`config.mk`:
```
export PLATFORM = sky130hd
export DESIGN_NAME = rmba_ctrl
export DESIGN_NICKNAME = d
export VERILOG_FILES = /design/src/design/rmba_pkg.sv /design/src/design/rmba_ctrl.sv
export SDC_FILE = /design/constraint.sdc
export NUM_CORES = 1
export LEC_CHECK = 0
export BUFFER_PORTS_ARGS = -buffer_cell sky130_fd_sc_hd__buf_2
export CAP_MARGIN = 20
export CORE_MARGIN = 5
export CORE_UTILIZATION = 40
export DETAILED_ROUTE_END_ITERATION = 8
export SYNTH_ARGS = -nofsm -noshare
export SYNTH_HDL_FRONTEND = slang
export SYNTH_SLANG_ARGS = --single-unit
export TNS_END_PERCENT = 100
```
`constraint.sdc`:
```
create_clock -name clk -period 2.3 [get_ports clk]
set_clock_uncertainty 0.05 [all_clocks]
set_input_delay 0.115 -clock clk [delete_from_list [all_inputs] [get_ports clk]]
set_output_delay 0.115 -clock clk [all_outputs]
set_load 0.02 [all_outputs]
```
`src/design/rmba_pkg.sv`:
```
`timescale 1ns / 1ps
// ----------------------------------------------------------------------------
// Region mosaic block average: shared package
// Field widths, configuration register indexes, parameter defaults and the
// command and status bundles that join the controller to the datapath.
// ----------------------------------------------------------------------------
package rmba_pkg;

  // Payload and configuration widths.
  localparam int CFG_W       = 13;
  localparam int CFG_INDEX_W = 3;
  localparam int COORD_W     = 12;
  localparam int COLOR_W     = 8;
  localparam int BLOCK_IDX_W = 9;

  // Parameter defaults for the top level.
  localparam int BLOCK_SIZE_DEF       = 9;
  localparam int MAX_FRAME_WIDTH_DEF  = 4096;
  localparam int MAX_FRAME_HEIGHT_DEF = 4096;

  // Configuration values after reset.
  localparam logic [CFG_W-1:0] FRAME_WIDTH_RST  = 13'd640;
  localparam logic [CFG_W-1:0] FRAME_HEIGHT_RST = 13'd480;

  typedef enum logic [CFG_INDEX_W-1:0] {
    REG_FRAME_WIDTH   = 3'd0,
    REG_FRAME_HEIGHT  = 3'd1,
    REG_REGION_LEFT   = 3'd2,
    REG_REGION_TOP    = 3'd3,
    REG_REGION_WIDTH  = 3'd4,
    REG_REGION_HEIGHT = 3'd5
  } cfg_reg_t;

  // Operand choice for the shared divide-by-block-size unit.
  typedef enum logic [2:0] {
    DIV_NONE     = 3'd0,
    DIV_REGION_W = 3'd1,
    DIV_REGION_H = 3'd2,
    DIV_INSIDE_X = 3'd3,
    DIV_INSIDE_Y = 3'd4,
    DIV_BLOCK_X  = 3'd5,
    DIV_BLOCK_Y  = 3'd6
  } div_op_t;

  typedef struct packed {
    logic    clear_step;
    div_op_t div_op;
    logic    eval;
    logic    weigh;
    logic    scale;
    logic    update;
    logic    mean;
    logic    load_out;
  } rmba_cmd_t;

  typedef struct packed {
    logic clear_done;
    logic keep;
    logic at_end;
    logic out_free;
  } rmba_status_t;

endpackage

```
`src/design/rmba_ctrl.sv`:
```
`timescale 1ns / 1ps
// ----------------------------------------------------------------------------
// Region mosaic block average: controller
// One-hot sequencer that clears the sum memory after reset and then walks
// each accepted pixel through the datapath steps.
// ----------------------------------------------------------------------------
module rmba_ctrl import rmba_pkg::*; (
  input  logic         clk,
  input  logic         rst,
  input  logic         in_valid,
  output logic         in_ready,
  input  rmba_status_t status,
  output rmba_cmd_t    cmd
);

  typedef enum logic [14:0] {
    S_CLEAR  = 15'b000000000000001,
    S_IDLE   = 15'b000000000000010,
    S_DIV_RW = 15'b000000000000100,
    S_DIV_RH = 15'b000000000001000,
    S_DIV_IX = 15'b000000000010000,
    S_DIV_IY = 15'b000000000100000,
    S_DIV_BX = 15'b000000001000000,
    S_DIV_BY = 15'b000000010000000,
    S_LAND   = 15'b000000100000000,
    S_EVAL   = 15'b000001000000000,
    S_WEIGH  = 15'b000010000000000,
    S_SCALE  = 15'b000100000000000,
    S_UPDATE = 15'b001000000000000,
    S_MEAN   = 15'b010000000000000,
    S_FINISH = 15'b100000000000000
  } state_t;

  state_t state;
  state_t state_next;

  always_ff @(posedge clk) begin
    if (rst) begin
      state <= S_CLEAR;
    end else begin
      state <= state_next;
    end
  end

  assign in_ready = (state == S_IDLE);

  always_comb begin
    state_next = state;
    cmd        = '0;
    cmd.div_op = DIV_NONE;
    case (state)
      S_CLEAR: begin
        cmd.clear_step = 1'b1;
        if (status.clear_done) begin
          state_next = S_IDLE;
        end
      end
      S_IDLE: begin
        if (in_valid) begin
          state_next = S_DIV_RW;
        end
      end
      S_DIV_RW: begin
        cmd.div_op = DIV_REGION_W;
        state_next = S_DIV_RH;
      end
      S_DIV_RH: begin
        cmd.div_op = DIV_REGION_H;
        state_next = S_DIV_IX;
      end
      S_DIV_IX: begin
        cmd.div_op = DIV_INSIDE_X;
        state_next = S_DIV_IY;
      end
      S_DIV_IY: begin
        cmd.div_op = DIV_INSIDE_Y;
        state_next = S_DIV_BX;
      end
      S_DIV_BX: begin
        cmd.div_op = DIV_BLOCK_X;
        state_next = S_DIV_BY;
      end
      S_DIV_BY: begin
        cmd.div_op = DIV_BLOCK_Y;
        state_next = S_LAND;
      end
      S_LAND: begin
        state_next = S_EVAL;
      end
      S_EVAL: begin
        cmd.eval   = 1'b1;
        state_next = status.keep ? S_WEIGH : S_IDLE;
      end
      S_WEIGH: begin
        cmd.weigh  = 1'b1;
        state_next = S_SCALE;
      end
      S_SCALE: begin
        cmd.scale  = 1'b1;
        state_next = S_UPDATE;
      end
      S_UPDATE: begin
        cmd.update = 1'b1;
        state_next = S_MEAN;
      end
      S_MEAN: begin
        cmd.mean   = 1'b1;
        state_next = S_FINISH;
      end
      S_FINISH: begin
        if (!status.at_end) begin
          state_next = S_IDLE;
        end else if (status.out_free) begin
          cmd.load_out = 1'b1;
          state_next   = S_IDLE;
        end
      end
      default: begin
        state_next = S_CLEAR;
      end
    endcase
  end

endmodule

```
# [Word level (Yosys, flattened, before mapping)]
# Index checks and enable logic that the tools add are counted.
[totals] regBits=15 in_bits=7 out_inout_bits=11 elab_cells=36
[op_classes] eq_ne=18 mux=16 n_reduce_logical=1
[ops] op="15-bit one-hot mux with 15 select lines" count=1
[ops] op="15-bit two-way mux" count=4
[ops] op="3-bit one-hot mux with 6 select lines" count=1
[ops] op="15-bit by 1-bit equality test with 1-bit output, second input constant" count=1
[ops] op="15-bit by 10-bit equality test with 1-bit output, second input constant" count=1
[ops] op="15-bit by 11-bit equality test with 1-bit output, second input constant" count=1
[ops] op="15-bit by 12-bit equality test with 1-bit output, second input constant" count=1
[ops] op="15-bit by 13-bit equality test with 1-bit output, second input constant" count=1
[ops] op="15-bit by 14-bit equality test with 1-bit output, second input constant" count=1
[ops] op="15-bit equality test, second input constant" count=1
[ops] op="15-bit by 2-bit equality test with 1-bit output, second input constant" count=1
[ops] op="15-bit by 3-bit equality test with 1-bit output, second input constant" count=1
[ops] op="15-bit by 4-bit equality test with 1-bit output, second input constant" count=1
[ops] op="15-bit by 5-bit equality test with 1-bit output, second input constant" count=1
[ops] op="15-bit by 6-bit equality test with 1-bit output, second input constant" count=1
[ops] op="15-bit by 7-bit equality test with 1-bit output, second input constant" count=1
[ops] op="15-bit by 8-bit equality test with 1-bit output, second input constant" count=1
[ops] op="15-bit by 9-bit equality test with 1-bit output, second input constant" count=1
[ops] op="11-bit two-way mux" count=1
[ops] op="1-bit two-way mux" count=9
[ops] op="2-bit != test, second input constant" count=2
[ops] op="3-bit != test, second input constant" count=1
[ops] op="3-bit AND reduction" count=1

# [Longest topological paths before layout]
# Gate-level depths: netlist of run 1.
[depth] word_depth=3 depth_mapped=6 depth_no_buf=5

# [Worst setup path before layout of run 1]
# OpenSTA, ideal clock, no wires.
[synth_timing] path_type="reg-to-reg" from="register state[4]" to="register state[0]" arrival_ns=2.117 path_slack_ns=0.032 path_stages_with_launch=7 path_buffers=1 period_less_slack_ns=2.268 path_cell_list="dfxtp_1 buf_6 or4_4 or3_4 nor3_1 a21oi_1 o41ai_1"
[synth_via] elab_chain_cells=3 word_cells_on_any_way=20
[synth_rtl] element="start: declaration" line_no="rmba_ctrl.sv:34" rtl="state_t state;"
[synth_rtl] element="start signal: assignment" line_no="rmba_ctrl.sv:41" rtl="state <= state_next;"
[synth_rtl] element="15-bit equality test, or another cell as far along" line_no="rmba_ctrl.sv:51" rtl="case (state)"
[synth_rtl] element="3-bit != test (no source line) / 2-bit != test (equally long branches)"
[synth_rtl] element="3-bit AND reduction (no source line)"
# Parallel ways exist; a longest one is shown, timed or not.
# A chain may end at the register's enable or synchronous reset.

# [Worst setup path in the final report of run 1]
[layout_timing] from="register state[6]" to="output port in_ready"
[layout_via] elab_chain_cells=1
[layout_rtl] element="15-bit by 2-bit equality test with 1-bit output" line_no="rmba_ctrl.sv:45" rtl="assign in_ready = (state == S_IDLE);"
[layout_rtl] element="end: declaration" line_no="rmba_ctrl.sv:11" rtl="output logic in_ready,"
# No other way between the ends.

==> qor.txt, run 1 <==
Hold Worst Slack: 0.00748 ns
Max VDD drop: 0.350 mV
Hold WC Path Type: in2reg
CTS Buf Count: 3
Via count: 1020
Crit path capture type: output port
DR iter-0 viols: 50
Syn Nets: 136
Worst hold path cell count: 2
WHS Endpoint: state[10]$_SDFFE_PP0P_
Global route overflow: 0
Power per cell area: 570 nW/um2
Final Cell Area: 1190 um2
Max reg flops: 15
Final ANT Viol Nets: 0
CTS tree: yes
Wire length per cell: 14.8 um
Fin. Hold Viols: 0
Post-Syn Instances: 129
Area taken by multi-input logic gates: 648 um2
Die area: 3550 um2
Post-DP Area: 1100 um2
Max cap viols: 0
Critical Path RT: 2.13 ns
Seq cells post-synth: 15
Nets@finish: 154
# IOs: 18
Reg2reg end: state[1]$_SDFFE_PP0P_
CTS sink cnt: 15
Max-slew violations: 0
GRT Resource Usage Total: 15.6%
Worst skew pair latency: 0.29 ns
Tcrit/Tclk final: 98.8%
Hold path startpoint: status[2]
N_diodes: 0
CTS root buf: clkbuf_4
CP max stage delay: 0.57 ns
Mapped Area: 983 um2
Leak: 0.559 nW
Critical path fanouts, max: 5
Minimum clock period: 2.27 ns
Yosys cell types: 37
FF-to-FF path depth: 5
CTS clk-pin slew, worst paths: 0.10 ns
DRC: 0
DRT Pass-1 Iters: 4
Crit path max-delay cell type: or4_4
Total routed wirelength: 2610 um
Largest net degree at the start of global routing: 11
Top Registers: state x15
CP arrival: 2.11 ns
Worst slack at placement: 0.159 ns
H-Tree Depth: 1
# setup viols final: 0
Placeable core area: 2410 um2
Fill cell instance count of the final layout: 242
Die Wd: 59.6 um
Reg-to-reg slack, setup: 0.07 ns
Initial Utilization: 40.8%
First-pass GRT wire length: 4270 um
Number of global-route vias before repair: 952
Biggest register: state
Slew Limit Headroom: 64.9%
Crit path from: state[6]$_SDFFE_PP0P_
Crit-path cells: or4_4, or3_4, nor4_4, nand2_1, inv_1, buf_6
Fraction of layout cells with a size suffix above 1: 25.3%
Total Power: 677 uW
RSZ-0062 raised after global routing: yes
Longest Clk Path Bufs: 2
Sequential cell area fraction in the yosys report: 30.5%
Crit Reg-Reg Startpoint: state[6]$_SDFFE_PP0P_
Rows: 18
IO Port Bufs: 17
Avg Inst Size Synth: 7.62 um2
Final worst slack: 0.0277 ns
Ys Warns: 0
Peak Freq: 440 MHz
Gpl congestion: 0.784
Final HPWL DP: 2020 um
Area growth from synthesis to layout: 20.7%
Initial antenna violation count: 0
Startpoint types: flop
Status: finished clean
Crit Path Class: reg2out
Worst-Margin Slew: 0.522 ns
Vias per inst: 5.80
Die height: 59.6 um
FF/Latch Area: 304 um2
==> metrics by stage <==
| step | cells | TNS [ns] | utilization (%) |
|---|---|---|---|
| 6_report | 176 | 0 | 49.3 |
| 5_1_grt | 176 | -0.0692 | 49.3 |
| 4_1_cts | 175 | 0 | 47.3 |
| 3_5_place_dp | 170 | 0 | 45.5 |
| 3_3_place_gp | 170 | 0 | 45.5 |
| 2_1_floorplan | 129 | 0 | - |
==> power by group <==
group	internal, mW	switching [mW]	total, mW	leakage [nW]
clock network	0.0675	0.0954	0.163	0.0150
logic	0.103	0.114	0.217	0.422
registers	0.269	0.0278	0.297	0.122
==> layout by cell type, fill, tap and decap left out, drive strengths merged, types with 2 or more instances in the layout <==
cell	count
buf	24
nor2	18
dfxtp	15
nor3	11
nor4	9
and3	7
nand2	6
xor2	5
nand3	4
nor3b	4
inv	4
or4	4
clkbuf	4
nand2b	3
a21oi	3
xnor2	2
nand4	2
a32oi	2
o21ai	2
or3	2
o31ai	2
==> routing by layer <==
metal  up-vias  track usage, %  share of wire, %
li1        508               -                 -
met1       482            20.7                46
met2        27            26.7                48
met3         3            2.18               4.8
met4         0            3.80              0.81
met5         -               0                 0
==> area by class of cell <==
cell class                 instances  area share [%]
clock buffer                       4            2.21
inverter                           4            1.26
multi-input combinational         98            54.6
sequential                        15            25.6
tap                               30            3.16
timing repair buffer              25            13.2
==> worst max path at each step <==
stage | depth (start not counted) | to | slack [ns]
2_1_floorplan | 6 | state[0]$_SDFFE_PP1P_ | 0.03
3_3_place_gp | 5 | state[1]$_SDFFE_PP0P_ | 0.23
3_5_place_dp | 5 | state[1]$_SDFFE_PP0P_ | 0.16
4_1_cts | 6 | in_ready | 0.0008
5_1_grt | 6 | in_ready | -0.06
6_report | 6 | in_ready | 0.03
==> cell usage after synthesis <==
| cell | instances | area share [%] |
|---|---|---|
| a21oi_1 | 3 | 1.5 |
| a31oi_1 | 1 | 0.64 |
| a32oi_1 | 2 | 1.8 |
| and3_1 | 7 | 4.5 |
| and4b_1 | 1 | 1.0 |
| buf_2 | 2 | 1.0 |
| buf_6 | 1 | 1.1 |
| clkbuf_1 | 9 | 3.4 |
| dfxtp_1 | 15 | 31 |
| inv_1 | 4 | 1.5 |
| nand2_1 | 6 | 2.3 |
| nand2b_1 | 3 | 1.9 |
| nand3_1 | 4 | 2.0 |
| nand4_1 | 2 | 1.3 |
| nand4b_1 | 1 | 0.89 |
| nor2_1 | 18 | 6.9 |
| nor3_1 | 11 | 5.6 |
| nor3b_1 | 4 | 3.1 |
| nor4_1 | 9 | 5.7 |
| nor4b_1 | 1 | 0.89 |
| nor4bb_1 | 1 | 1.0 |
| o211a_1 | 1 | 1.0 |
| o211ai_1 | 1 | 0.76 |
| o21ai_0 | 2 | 1.0 |
| o22a_1 | 1 | 0.89 |
| o31ai_1 | 1 | 0.76 |
| o31ai_4 | 1 | 2.2 |
| o32a_1 | 1 | 1.0 |
| o41ai_1 | 1 | 0.89 |
| or2_2 | 1 | 0.64 |
| or2b_1 | 1 | 0.76 |
| or3_1 | 1 | 0.64 |
| or3_4 | 1 | 1.1 |
| or4_1 | 3 | 2.3 |
| or4_4 | 1 | 1.1 |
| xnor2_1 | 2 | 1.8 |
| xor2_1 | 5 | 4.5 |
==> kinds of logic (layout without fill, tap and decap cells) <==
| kind of cell | count (synthesis) | count (layout) | share of synthesized area, % |
|---|---|---|---|
| and+or+nand+nor | 76 | 76 | 43.6 |
| buffers and inverters | 16 | 33 | 7.12 |
| DFF | 15 | 15 | 30.5 |
| xor gates and xnor gates | 7 | 7 | 6.23 |
| AOI/OAI and AO/OA | 15 | 15 | 12.5 |
==> worst max-delay path: cells and delay by family (launching register included) <==
kind,cells,cell delay (ns)
DFF,1,0.35
and+or+nand+nor,4,1.27
buffers and inverters,2,0.19
==> repair_timing <==
action | in CTS | in global routing
setup endpoints to repair | 1 | 4
resized for setup | 2 | 9
cloned | 0 | 0
hold buffers | 1 | 0
pin swaps | 0 | 3
buffers inserted | 0 | 1
endpoints found under the hold margin | 2 | 0
No activity file was read; power rests on OpenSTA's default activity.
==> run 2, diff against run 1 <==
- CORE_MARGIN: 5 -> 4
- clock period: 2.3 -> 2.41 ns (I/O delays scaled with it)
==> run 2 against run 1 <==
Routed wire length fell by 1.2%. Sequential cell count is the same. Cell count shrank 1.1%. Critical path type unchanged. Non-clock buffer count unchanged. Highest routed layer unchanged. Largest power group unchanged. Setup slack better by 0.059 ns.
==> qor.txt, run 2 (synthesis gave the netlist of run 1 again) <==
Worst hold path cell count: 2 (unchanged)
DRC: 0 (unchanged)
DR iter-0 viols: 18 (-64%)
Hold WC Path Type: in2reg
Wire length per cell: 14.8 um (about the same)
Die area: 3320 um2 (-6.6%)
Number of global-route vias before repair: 900 (-5.5%)
Power per cell area: 537 nW/um2 (-5.9%)
Fraction of layout cells with a size suffix above 1: 22.6% (-2.7 points)
Max VDD drop: 0.357 mV (+1.9%)
Initial Utilization: 43.2% (+2.4 points)
Max cap viols: 0 (unchanged)
Tcrit/Tclk final: 96.4%
CTS Buf Count: 3 (unchanged)
Top Registers: state x15
Max-slew violations: 0 (unchanged)
Fill cell instance count of the final layout: 241 (-0.41%)
Crit-path cells: or4_4, or3_4, nor4_4, nand2_1, inv_1, buf_4
Final ANT Viol Nets: 0 (unchanged)
Minimum clock period: 2.32 ns
Longest Clk Path Bufs: 2 (unchanged)
CTS sink cnt: 15 (unchanged)
CTS tree: yes
Max Used Layer: met4
Peak Freq: 430 MHz
N_diodes: 0 (unchanged)
Vias per inst: 5.94 (+2.4%)
Most common cell after layout, fill and taps aside: nor2_1
Crit path capture type: output port
Leak: 0.552 nW (-1.3%)
Startpoint types: flop
Crit path buffers/inverters: 2 (unchanged)
CTS root buf: clkbuf_4
Largest net degree at the start of global routing: 11 (unchanged)
Global route overflow: 0 (unchanged)
Routed wl met3: 136 um (+9.7%)
Area growth from synthesis to layout: 17.8%
Finished Layout Cells: 174 (-1.1%)
Die Wd: 57.6 um (-3.4%)
# setup viols final: 0 (unchanged)
Worst-Margin Slew: 0.491 ns (-0.0316 ns)
Worst slack at placement: 0.185 ns (+0.0255 ns)
CTS clk-pin slew, worst paths: 0.09 ns (about the same)
Final HPWL DP: 1940 um (-4.0%)
Via count: 1033 (+1.3%)
Total routed wirelength: 2570 um (-1.2%)
Initial antenna violation count: 0 (unchanged)
Crit path max-delay cell type: or4_4
Critical Path RT: 2.24 ns (+0.11 ns)
DRT Pass-1 Iters: 4 (unchanged)
Setup TNS: 0 ns (unchanged)
IO Port Bufs: 17 (unchanged)
Final worst slack: 0.0871 ns (+0.0594 ns)
Rows: 17 (-1)
Biggest register: state
GRT Resource Usage Total: 16.1% (+0.46 points)
CP top delay family: simple AND/OR/NAND/NOR gates
CP arrival: 2.15 ns (+0.04 ns)
Die height: 57.6 um (-3.4%)
Worst skew pair latency: 0.29 ns (about the same)
Cell count after placement: 166 (-2.4%)
Max reg flops: 15 (unchanged)
Reg-to-reg slack, setup: 0.20 ns (+0.13 ns)
Fin. Hold Viols: 0 (unchanged)
# IOs: 18 (unchanged)
Leading cell types in the layout, fill and taps excluded: nor2_1 (18), buf_2 (16), dfxtp_1 (14), nor3_1 (11)
First-pass GRT wire length: 4180 um (-2.1%)
Slew Limit Headroom: 67.0% (+2.1 points)
Reg2reg end: state[8]$_SDFFE_PP0P_
H-Tree Depth: 1 (unchanged)
Total Power: 622 uW (-8.1%)
Crit Path Class: reg2out
Gpl congestion: 0.847 (+8.1%)
Nets@finish: 154 (unchanged)
Crit Reg-Reg Startpoint: state[4]$_SDFFE_PP0P_
FF-to-FF path depth: 5 (unchanged)
Hold Worst Slack: 0.0238 ns (+0.0163 ns)
Met2 wire len: 1260 um (+0.96%)
CP max stage delay: 0.55 ns (-0.02 ns)
Status: finished clean
Placeable core area: 2280 um2 (-5.6%)
WHS Endpoint: state[10]$_SDFFE_PP0P_
Critical path fanouts, max: 5 (unchanged)
Hold path startpoint: status[2]
Met1 Routed Length: 1140 um (-5.9%)
[run 2: cell counts in the layout (fill, tap and decap cells not counted)]
Identical to the previous run, type by type.
[run 2: worst max path at each step]
stage | slack [ns] | from | to | cells after the start
floorplan | 0.14 | state[4]$_SDFFE_PP0P_ | state[0]$_SDFFE_PP1P_ | 6
global placement | 0.21 | state[4]$_SDFFE_PP0P_ | state[8]$_SDFFE_PP0P_ | 5
detailed placement | 0.18 | state[4]$_SDFFE_PP0P_ | state[8]$_SDFFE_PP0P_ | 5
CTS | 0.02 | state[4]$_SDFFE_PP0P_ | in_ready | 6
global route | -0.01 | state[4]$_SDFFE_PP0P_ | in_ready | 6
finish | 0.09 | state[4]$_SDFFE_PP0P_ | in_ready | 6
[run 2: cell type report]
type	count	area (um2)	share of cell area, %
timing repair buffer	25	150	13.0
clock buffer	4	26.3	2.27
inverter	4	15.0	1.30
multi-input combinational	98	628	54.2
tap	28	35.0	3.02
sequential	15	304	26.2
[run 2: per-stage QoR]
step                utilization (%)  cell area [um2]
global route                   50.9             1160
finish                         50.9             1160
CTS                            49.3             1120
floorplan                         -              983
detailed placement             47.4             1080
global placement               47.4             1080
[run 2: what timing repair did]
item,in CTS,in global routing
hold endpoints to repair,1,0
hold buffers,1,0
setup endpoints to repair,1,1
cloned,0,0
pin swaps,0,2
gates resized for setup,1,4
setup buffers,0,3
[run 2: power by group]
group / leakage (nW) / internal (mW) / switching (mW)
clock network: 0.0150 / 0.0644 / 0.0820
logic: 0.414 / 0.0897 / 0.101
registers: 0.122 / 0.257 / 0.0285
total: 0.552 / 0.411 / 0.211
[run 2: metal layers]
metal | track usage, % | vias to the layer above
li1 | - | 506
met1 | 20.8 | 492
met2 | 27.1 | 30
met3 | 2.04 | 5
met4 | 5.96 | 0
met5 | 0 | -
==> run 3, diff against run 2 <==
- ABC_AREA: not set -> 1
- CAP_MARGIN: 20 -> 0
==> run 3 against run 2 <==
Core utilization shrank 3.9 points. Critical path type unchanged. First-iteration DRC count is 5.6% lower. Via count shrank 12%. Setup slack better by 0.41 ns. Sequential share of layout area is 0.90 points lower. Total power increased by 11%.
==> qor.txt, run 3 <==
Seq cells post-synth: 15 (unchanged)
Reg2reg end: state[1]$_SDFFE_PP0P_
Synth top area share: 28.0% (-2.5 points)
Crit path capture type: output port
Initial Utilization: 42.5% (-0.75 points)
CTS tree: yes
Fraction of layout cells with a size suffix above 1: 31.8% (+9.2 points)
Nets@finish: 178 (+16%)
Worst skew pair latency: 0.28 ns (about the same)
Crit-path cells: nor2_2, nand2_2, nor2_4, o21ai_0, nand2_1, buf_2
IO Port Bufs: 17 (unchanged)
Minimum clock period: 1.91 ns (-0.411 ns)
CTS Hold Bufs: 0 (-1)
DR iter-0 viols: 17 (-1)
Wire length per cell: 10.7 um (-28%)
Global route overflow: 0 (unchanged)
CP arrival: 1.74 ns (-0.41 ns)
Area growth from synthesis to layout: 10.6%
Total routed wirelength: 2130 um (-17%)
Yosys cell types: 22 (-41%)
Initial antenna violation count: 0 (unchanged)
Avg Inst Size Synth: 7.05 um2 (-7.6%)
Gpl congestion: 0.829 (-2.2%)
Post-CTS resize count: 0 (-1)
H-Tree Depth: 1 (unchanged)
Max VDD drop: 0.273 mV (-24%)
CTS Buf Count: 3 (unchanged)
Placeable core area: 2520 um2 (+11%)
Synth area leaders: dfxtp_1 (28%), nand2_1 (13%), nor2_1 (11%), nor3_2 (9.3%), inv_1 (7.4%)
CTS root buf: clkbuf_4
Mapped Area: 1070 um2 (+8.9%)
Status: finished clean
Crit path max-delay cell type: dfxtp_1
Leak: 0.603 nW (+9.3%)
Fin. Hold Viols: 0 (unchanged)
Largest net degree at the start of global routing: 15 (+4)
Biggest register: state
Post-CTS setup buffers: 0 (unchanged)
Peak Freq: 523 MHz (+21%)
Cell taking the most area after synthesis: dfxtp_1
Crit Path Class: reg2out
Longest Clk Path Bufs: 2 (unchanged)
Leading cell types in the layout, fill and taps excluded: nand2_1 (36), nor2_1 (31), inv_1 (21), buf_2 (17), dfxtp_1 (15)
Reg-to-reg slack, setup: 0.68 ns (+0.48 ns)
FF-to-FF path depth: 8 (+3)
Die Wd: 59.7 um (+3.8%)
Die area: 3570 um2 (+7.6%)
Worst-Margin Slew: 0.402 ns (-0.0889 ns)
Post-Syn Instances: 152 (+18%)
Most common cell after layout, fill and taps aside: nand2_1
Max-slew violations: 0 (unchanged)
Syn Nets: 159 (+17%)
DRC: 0 (unchanged)
Number of global-route vias before repair: 871 (-3.2%)
Max reg flops: 15 (unchanged)
Die height: 59.7 um (+3.8%)
Top cells by count, synth: nand2_1 (36), nor2_1 (31), inv_1 (21), dfxtp_1 (15), nor3_2 (10)
Critical Path RT: 2.24 ns (about the same)
N_diodes: 0 (unchanged)
Setup TNS: 0 ns (unchanged)
Startpoint types: flop
CTS sink cnt: 15 (unchanged)
Hold path startpoint: status[2]
Tcrit/Tclk final: 79.3% (-17 points)
Ys flop type: dfxtp_1
Area taken by multi-input logic gates: 653 um2 (+4.0%)
Critical path fanouts, max: 11 (+6)
Max cap viols: 0 (unchanged)
Top Registers: state x15
RSZ-0062 raised after global routing: no
Crit path buffers/inverters: 1 (-1)
Number of flops mapped to enable cells by yosys: 0 (unchanged)
CTS clk-pin slew, worst paths: 0.09 ns (about the same)
CP max stage delay: 0.34 ns (-0.21 ns)
# IOs: 18 (unchanged)
Sequential cell area fraction in the yosys report: 28.0% (-2.5 points)
Ys Warns: 0 (unchanged)
Rows: 18 (+1)
Via count: 907 (-12%)
Final core occ: 47.0% (-3.9 points)
# setup viols final: 0 (unchanged)
Power per cell area: 581 nW/um2 (+8.2%)
Crit Reg-Reg Startpoint: state[10]$_SDFFE_PP0P_
Slew Limit Headroom: 73.2% (+6.2 points)
WHS Endpoint: state[10]$_SDFFE_PP0P_
Hold WC Path Type: in2reg
Final ANT Viol Nets: 0 (unchanged)
CP top delay family: simple AND/OR/NAND/NOR gates
Ys async rst share: 0% (unchanged)
First-pass GRT wire length: 3620 um (-13%)
Total Power: 688 uW (+11%)
Most frequent cell after synthesis: nand2_1
Vias per inst: 4.54 (-24%)
DRT Pass-1 Iters: 4 (unchanged)
Fill cell instance count of the final layout: 287 (+19%)
Worst hold path cell count: 3 (+1)
GRT Resource Usage Total: 13.2% (-3.0 points)
FF/Latch Area: 300 um2 (-1.2%)
Final HPWL DP: 1750 um (-9.9%)
-- run 3: changes by cell type after synthesis, moves of 7 or more --
cell / change
and3_1: -7
clkbuf_1: -8
inv_1: +17
nand2_1: +30
nor2_1: +13
nor3_1: -11
nor3_2: +10
nor4_1: -9
-- run 3: worst max-delay path by stage --
stage | slack (ns) | depth (start not counted) | to | from
after floorplan | 1.08 | 8 | state[2]$_SDFFE_PP0P_ | state[9]$_SDFFE_PP0P_
after global placement | 0.76 | 8 | state[1]$_SDFFE_PP0P_ | state[9]$_SDFFE_PP0P_
after detailed placement | 0.67 | 8 | state[1]$_SDFFE_PP0P_ | state[10]$_SDFFE_PP0P_
after CTS | 0.47 | 6 | cmd[7] | state[10]$_SDFFE_PP0P_
after global routing | 0.36 | 6 | cmd[7] | state[9]$_SDFFE_PP0P_
final | 0.50 | 6 | cmd[7] | state[10]$_SDFFE_PP0P_
-- run 3: cells by family (layout without fill, tap and decap cells) --
| kind of cell | count (synthesis) | count (layout) | share of synthesized area, % |
|---|---|---|---|
| compound gates | 5 | 5 | 2.69 |
| buf+inv | 25 | 43 | 11.0 |
| flops | 15 | 15 | 28.0 |
| simple gates | 107 | 107 | 58.3 |
-- run 3: final cells by class --
| class | count | area share (%) |
|---|---|---|
| clock buffer | 4 | 2.22 |
| multi-input combinational | 112 | 55.1 |
| tap | 30 | 3.17 |
| inverter | 22 | 6.97 |
| timing repair buffer | 17 | 7.18 |
| sequential | 15 | 25.3 |
-- run 3: metal layers --
| layer | wire, um | track usage [%] | vias to the layer above |
|---|---|---|---|
| met2 | 1040 | 21.3 | 6 |
| met1 | 1030 | 18.0 | 399 |
| met5 | 0 | 0 | - |
| met3 | 46 | 1.94 | 2 |
| li1 | - | - | 500 |
| met4 | 15 | 3.80 | 0 |
-- run 3: tightest hold or removal path, stage by stage --
cell     delay (ns)
buf_2          0.11
nand2_1        0.08
nor2_1         0.04
-- run 3: where the power goes --
| group | internal, mW | switching, mW | leakage (nW) |
|---|---|---|---|
| Clock | 0.0641 | 0.0804 | 0.0150 |
| Combinational | 0.0844 | 0.186 | 0.467 |
| Sequential | 0.262 | 0.0119 | 0.121 |
-- run 3: stage by stage --
step / std cells / area (um2) / setup slack [ns] / hold slack (ns)
2_1_floorplan: 152 / 1070 / 1.08 / 0.140
3_3_place_gp: 196 / 1160 / 0.762 / 0.361
3_5_place_dp: 196 / 1160 / 0.672 / 0.352
4_1_cts: 200 / 1180 / 0.472 / 0.0438
5_1_grt: 200 / 1180 / 0.361 / 0.0571
6_report: 200 / 1180 / 0.498 / 0.0604
